## config.mk

```make
export PLATFORM = sky130hd
export DESIGN_NAME = pcms_ctrl
export DESIGN_NICKNAME = d
export VERILOG_FILES = /design/src/design/pcms_pkg.sv /design/src/design/pcms_ctrl.sv
export SDC_FILE = /design/constraint.sdc
export NUM_CORES = 1
export LEC_CHECK = 0
export BUFFER_PORTS_ARGS = -buffer_cell sky130_fd_sc_hd__buf_2
export CAP_MARGIN = 25
export CELL_PAD_IN_SITES_DETAIL_PLACEMENT = 0
export CELL_PAD_IN_SITES_GLOBAL_PLACEMENT = 1
export CORE_MARGIN = 3
export CORE_UTILIZATION = 32
export CTS_CLUSTER_SIZE = 20
export DETAILED_ROUTE_END_ITERATION = 8
export PLACE_DENSITY_LB_ADDON = 0.08
export RECOVER_POWER = 25
export SETUP_SLACK_MARGIN = 0.5
export SLEW_MARGIN = 25
export SYNTH_ARGS = -nofsm -noshare
export SYNTH_HDL_FRONTEND = slang
export SYNTH_SLANG_ARGS = --single-unit
```

## constraint.sdc

```tcl
create_clock -name aclk -period 1.4 [get_ports aclk]
set_input_delay 0.14 -clock aclk [delete_from_list [all_inputs] [get_ports aclk]]
set_output_delay 0.14 -clock aclk [all_outputs]
set_load 0.05 [all_outputs]
```

## src/design/pcms_pkg.sv

```systemverilog
`default_nettype none
// ----------------------------------------------------------------------------
// pcms_pkg
// Shared constants and types for the point chase motion step block.
// ----------------------------------------------------------------------------
package pcms_pkg;

    localparam int FRAC_BITS_DEF = 16;
    localparam int CFG_IDX_W     = 2;

    typedef enum logic [1:0] {
        CFG_GOAL_X = 2'd0,
        CFG_GOAL_Y = 2'd1,
        CFG_SPEED  = 2'd2,
        CFG_ACCEL  = 2'd3
    } cfg_idx_t;

    typedef enum logic [3:0] {
        ST_IDLE,
        ST_DIFF,
        ST_SQRT,
        ST_DIV_X,
        ST_DIV_Y,
        ST_ACC,
        ST_VEL,
        ST_VSQ,
        ST_CLAMP,
        ST_POS,
        ST_OUT
    } state_t;

    typedef struct packed {
        logic diff;
        logic sqrt_start;
        logic div_start_x;
        logic div_start_y;
        logic acc;
        logic vel;
        logic vsq;
        logic clamp;
        logic pos;
    } cmd_t;

    typedef struct packed {
        logic sqrt_done;
        logic div_done;
    } stat_t;

endpackage
`default_nettype wire

```

## src/design/pcms_ctrl.sv

```systemverilog
`default_nettype none
// ----------------------------------------------------------------------------
// pcms_ctrl
// Step sequencer: walks the datapath through one integration step, or skips to output for a report-only request.
// ----------------------------------------------------------------------------
module pcms_ctrl (
    input  wire logic           aclk,
    input  wire logic           aresetn,
    input  wire logic           s_valid,
    output logic                s_ready,
    input  wire logic           s_advance,
    output logic                m_valid,
    input  wire logic           m_ready,
    output pcms_pkg::cmd_t      cmd,
    input  wire pcms_pkg::stat_t stat
);

    pcms_pkg::state_t state_reg, state_next;

    always_ff @(posedge aclk) begin
        if (!aresetn) begin
            state_reg <= pcms_pkg::ST_IDLE;
        end else begin
            state_reg <= state_next;
        end
    end

    always_comb begin
        state_next = state_reg;
        case (state_reg)
            pcms_pkg::ST_IDLE: begin
                if (s_valid) begin
                    state_next = s_advance ? pcms_pkg::ST_DIFF : pcms_pkg::ST_OUT;
                end
            end
            pcms_pkg::ST_DIFF:  state_next = pcms_pkg::ST_SQRT;
            pcms_pkg::ST_SQRT: begin
                if (stat.sqrt_done) state_next = pcms_pkg::ST_DIV_X;
            end
            pcms_pkg::ST_DIV_X: begin
                if (stat.div_done) state_next = pcms_pkg::ST_DIV_Y;
            end
            pcms_pkg::ST_DIV_Y: begin
                if (stat.div_done) state_next = pcms_pkg::ST_ACC;
            end
            pcms_pkg::ST_ACC:   state_next = pcms_pkg::ST_VEL;
            pcms_pkg::ST_VEL:   state_next = pcms_pkg::ST_VSQ;
            pcms_pkg::ST_VSQ:   state_next = pcms_pkg::ST_CLAMP;
            pcms_pkg::ST_CLAMP: state_next = pcms_pkg::ST_POS;
            pcms_pkg::ST_POS:   state_next = pcms_pkg::ST_OUT;
            pcms_pkg::ST_OUT: begin
                if (m_ready) state_next = pcms_pkg::ST_IDLE;
            end
            default:            state_next = pcms_pkg::ST_IDLE;
        endcase
    end

    logic prev_sqrt_reg, prev_divx_reg;

    always_ff @(posedge aclk) begin
        if (!aresetn) begin
            prev_sqrt_reg <= 1'b0;
            prev_divx_reg <= 1'b0;
        end else begin
            prev_sqrt_reg <= (state_reg == pcms_pkg::ST_SQRT);
            prev_divx_reg <= (state_reg == pcms_pkg::ST_DIV_X);
        end
    end

    always_comb begin
        cmd             = '0;
        s_ready         = (state_reg == pcms_pkg::ST_IDLE);
        m_valid         = (state_reg == pcms_pkg::ST_OUT);
        cmd.diff        = (state_reg == pcms_pkg::ST_DIFF);
        // start pulses: square root and X divide on the first cycle of their states, Y divide as the X divide finishes
        cmd.sqrt_start  = (state_reg == pcms_pkg::ST_SQRT) && !prev_sqrt_reg;
        cmd.div_start_x = (state_reg == pcms_pkg::ST_DIV_X) && !prev_divx_reg;
        cmd.div_start_y = (state_reg == pcms_pkg::ST_DIV_X) && stat.div_done;
        cmd.acc         = (state_reg == pcms_pkg::ST_ACC);
        cmd.vel         = (state_reg == pcms_pkg::ST_VEL);
        cmd.vsq         = (state_reg == pcms_pkg::ST_VSQ);
        cmd.clamp       = (state_reg == pcms_pkg::ST_CLAMP);
        cmd.pos         = (state_reg == pcms_pkg::ST_POS);
    end

endmodule
`default_nettype wire

```

== Yosys cells after proc, flatten, opt, wreduce, memory -nomap -nowiden ==
Index checks and enable logic that the tools add are counted.
Widths: inputs -> output; s select.
Operators by class
  add/sub/neg operators: 0
  multipliers: 0
  divide/modulo/power cells: 0
  order comparisons: 0
  eq/ne operators: 15
  shift operators: 0
  mux-type cells: 7
  bitwise logic cells: 0
  reduce and logical (&&, ||, !) cells: 7
Operators with widths (number)
  $pmux 4 s11: 1
  $mux 4: 6
  $eq 4x3->1 const B: 4
  $eq 4x4->1 const B: 3
  $eq 4x2->1 const B: 2
  $ne 2x2->1 const B: 4
  $reduce_and 5->1: 1
  $eq 4x1->1 const B: 1
  $logic_not 4->1: 1
  $logic_and 1x1->1: 3
  $logic_not 1->1: 2
  $ne 2x1->1 const B: 1
Storage, ports and cells
  bits in registers: 6
  bits in latches: 0
  RAM bits: 0
  memory bits (read-only): 0
  bits of input ports: 7
  output and inout bits: 11
  word-level logic and storage cells: 32
  memories kept: 0

== Longest topological paths before layout ==
  depth in word-level cells: 3
  gate-level depth with buffers: 5
  mapped depth without buffers: 3

== Least setup slack after synthesis ==
Ideal clock, no wire load.
  path type: reg2out
  start: reg state_reg[2]
  end: out cmd[7] in the netlist's numbering
  data arrival time: 1.720 ns
  required time: 1.260 ns
  path slack: -0.460 ns
  stages on the path, launching flop included: 4
  path buffers: 1
  cell sequence: dfxtp_1 or2_1 buf_2 nor3_1
RTL lines
  start: declaration: RTL line pcms_ctrl.sv:18  | pcms_pkg::state_t state_reg, state_next;
  start signal: assignment: RTL line pcms_ctrl.sv:22  | state_reg <= pcms_pkg::ST_IDLE;
  start signal: assignment: RTL line pcms_ctrl.sv:24  | state_reg <= state_next;
  end: declaration: RTL line pcms_ctrl.sv:14  | output pcms_pkg::cmd_t cmd,

==> summary by stage <==
Run status
The flow ran to the end, and the final reports show no timing, DRC or antenna violations.

GRT
The number of antenna violations at the first check in global routing is 0. Entering global routing, the biggest net connects 11 pins. Global routing used between 10% and 20% of the available tracks. The first-pass GRT wire length is ~2300 microns. The via count of the first global-routing pass came to about 540. The total grt overflow is 0.

Die
The die height is 44.60 microns. The die width is between 40 and 50 microns. The initial utilization of the core area, before any placement, comes to between 30% and 40%.

The full die area is roughly 2000 sq um. Pin placement for this block handled 18 I/O pins. The core footprint is ~1400 sq um. The floorplan has 13 rows.

STA
The clock period could shrink to 1.379 ns. The transition time at the pin with the least slew margin is a little under 0.3 ns. Clock skew on the completed layout was measured at 0.001966 ns.

The smallest hold slack is 0.1947 ns. Setup repair after global routing could not meet its margin everywhere. The worst slew margin relative to its limit is 80.09%.

The final max-slew violation count is 0. Once routing completed, OpenROAD measured the worst setup slack at between 0.02 and 0.025 ns. The number of hold violations in the final report is 0. The timing-limited maximum frequency is between 700 and 800 MHz. The setup violation total in the final timing report is 0. The final critical-path share of the clock period is between 90% and 100%. The total negative setup slack is 0 ns.

Setup path
The source of the worst register-to-register timing path is state_reg[2]$_SDFFE_PN0P_. The category of cells accounting for the largest share of critical-path delay is flip-flops. The internal reg-to-reg setup slack is roughly 0.050 ns. STA classifies the critical path startpoint as a flip-flop. In this run the critical register-to-register path is captured at state_reg[3]$_SDFFE_PN0P_. The setup path with the least slack is of type flip-flop to output port.

The largest driver fanout on the critical path is 7. The largest single stage delay on the critical path is roughly 0.39 ns. The total buffers and inverters traversed by the critical path is 3. The element type at the critical path end is an output port. The highest-delay cell along the critical path is dfxtp_4. For the worst setup path, the data arrival time is 1.24 ns. The required time reported for the critical path endpoint is roughly 1.3 ns. Walking the worst path, the cells encountered are buf_6 > inv_6 > nand2_8 > nor3_4 > buf_6.

By instance count, the cell type seen most on the critical path is buf_6. Measured in cells, the most critical reg-to-reg path has a length of 4.

CTS
The number of hold buffers added after CTS was 0. In this run the number of H-tree levels came out at 1. The number of clock buffers added by TritonCTS is 3. The tree is rooted in a clkbuf_4. The total clock sinks is 6. The clock latency on the worst-skew pair is 0.25 ns. Clock-pin slew was measured on the worst setup and hold paths at 0.05 ns.

The buffer depth of the longest clock path is 2. The clock tree from TritonCTS is built.

Power and ir drop
The total leakage power is 0.4212 nW. Across the VDD grid, the largest voltage drop is 1079 uV. The power density over the cells is roughly 2300 nW/um^2. The sum of internal, switching and leakage power is 2.347 mW.

Placement
The count of input and output buffers is 17. The last weighted congestion value of the routability-driven placer is approximately 0.73. The pre-CTS setup slack is roughly 0.084 ns. The total half-perimeter wirelength after legalization and detailed placement is roughly 980 microns.

Synthesis
Ranked by total cell area, the synthesized netlist is headed by dfxtp_1, nor3_1, nor2_1, and3_1, nand2b_1. The fraction of synthesized cell area taken by the top area cell type is 25.20%. The top flip-flop cell by instance count after synthesis is dfxtp_1. When the netlist entered floorplanning its net count stood at 70. The fraction of registers with async set/reset is 0%. The most area-hungry cell type in the Yosys netlist is dfxtp_1. After synthesis the cells add up to around 480 sq um.

The warning count from the yosys run is 0. The number of enable-type register cells in the synthesized netlist is 0. The synthesized netlist cell count is 63. The synthesized flop and latch total is 6. Sequential elements use 25.20% of the synthesized area. The average instance in the mapped netlist occupies 7.567 sq um. The number of distinct library cell variants in the gate-level netlist after synthesis is 27.

Final layout
At the end of the flow the core is filled with cells to 76.09%. The repair_antennas step left the layout with diodes totalling 0. The share of final-layout standard cells stronger than drive strength 1 is between 70% and 80%. For this run, the post-layout net count is between 100 and 150. The number of flip-flops under the largest register name is 4.

Compared with the post-synthesis result, the final layout area differs by 115.5%.

Hold path
The depth of the worst hold-timing path is 3. The startpoint of the tightest hold check path is aresetn. The worst hold path class is input port to flip-flop. The path with the worst hold slack has its endpoint at prev_divx_reg$_SDFF_PN0_.

Run
Max-cap violations in this run came to 0.

Routing
For this run, design rule violations remaining after detail routing come to 0. The per-cell routed wire length is 13.60 microns. The final layout contains routed wiring with a total length of 1550 microns. The post-route antenna net violation count is 0.

The via density per instance is 5.105. The final route contains around 580 vias. The first detailed-routing pass took 4 iterations.

The number of DRC violations after detailed-routing iteration 0 is 3.
## layout by cell type (no fill, tap or decap), types with 2 or more instances in the layout
master,instances
a211oi_1,2
nor2_4,6
clkbuf_4,3
nand2_1,2
nand2b_4,3
nor3_4,3
and3_4,3
dfxtp_1,2
buf_8,6
a21oi_1,2
nand2_2,2
nor2_1,3
buf_4,12
buf_2,6
buf_6,15
nor3_1,3
dfxtp_4,3
## where the power goes
group	internal (mW)	switching [mW]	total, mW
combinational	0.900	0.934	1.83
sequential	0.244	0.105	0.349
clock	0.0973	0.0671	0.164
## worst max-delay path by stage
stage | from | endpoint | slack [ns] | cells after the start
final | state_reg[3]$_SDFFE_PN0P_ | cmd[7] | 0.02 | 5
after global routing | state_reg[1]$_SDFFE_PN0P_ | state_reg[3]$_SDFFE_PN0P_ | -0.03 | 4
after CTS | state_reg[2]$_SDFFE_PN0P_ | cmd[7] | 0.003 | 3
after detailed placement | state_reg[1]$_SDFFE_PN0P_ | cmd[6] | 0.08 | 4
after global placement | state_reg[1]$_SDFFE_PN0P_ | cmd[6] | 0.1 | 4
after floorplan | state_reg[1]$_SDFFE_PN0P_ | cmd[7] | 0.16 | 4
## through the flow
stage,instance area [sq um],instances
final,1027,114
after global placement,740.7,99
after CTS,935.9,108
after detailed placement,740.7,99
after floorplan,638.1,63
after global routing,1027,114
## cells in the mapped netlist (2+ instances only)
| library cell | count |
|---|---|
| nor3_1 | 7 |
| nor2b_1 | 3 |
| a21oi_1 | 2 |
| inv_1 | 2 |
| a211oi_1 | 2 |
| dfxtp_1 | 6 |
| nand2b_1 | 4 |
| nor2_1 | 9 |
| and3_1 | 4 |
| buf_2 | 3 |
| nand2_1 | 5 |
## tightest hold or removal path, cell delays in order
cell	delay, ns
buf_2	0.09
inv_1	0.07
nor2_1	0.10
## what timing repair did
item | CTS | global route
pin swaps | 9 | 8
buffers inserted | 6 | 6
setup endpoints to repair | 17 | 17
gates resized for setup | 40 | 12
## metal layers
layer | vias up | GRT usage [%] | share of wire (%)
li1 | 297 | - | -
met1 | 267 | 18.69 | 44
met2 | 16 | 26.36 | 49
met3 | 2 | 6.911 | 6.1
met4 | 0 | 1.807 | 0.45
met5 | - | 0 | 0
## cell families (layout without fill, tap and decap cells)
| family | after synthesis | in the layout | synth area share, % |
|---|---|---|---|
| compound gates | 11 | 11 | 16.54 |
| xor+xnor | 1 | 1 | 1.838 |
| buf+inv | 8 | 44 | 11.81 |
| flops | 6 | 6 | 25.20 |
| mux | 2 | 2 | 4.462 |
| simple gates | 35 | 35 | 40.16 |
## cell type report
| type | count | area, sq um |
|---|---|---|
| fillers | 97 | 322.8 |
| well taps | 15 | 18.77 |
| multi-input cells | 49 | 461.7 |
| flip-flops and latches | 6 | 132.6 |
| repair buffers | 39 | 379.1 |
| inverters | 2 | 12.51 |
| clock buffers | 3 | 22.52 |
(Power assumes the default switching activity.)
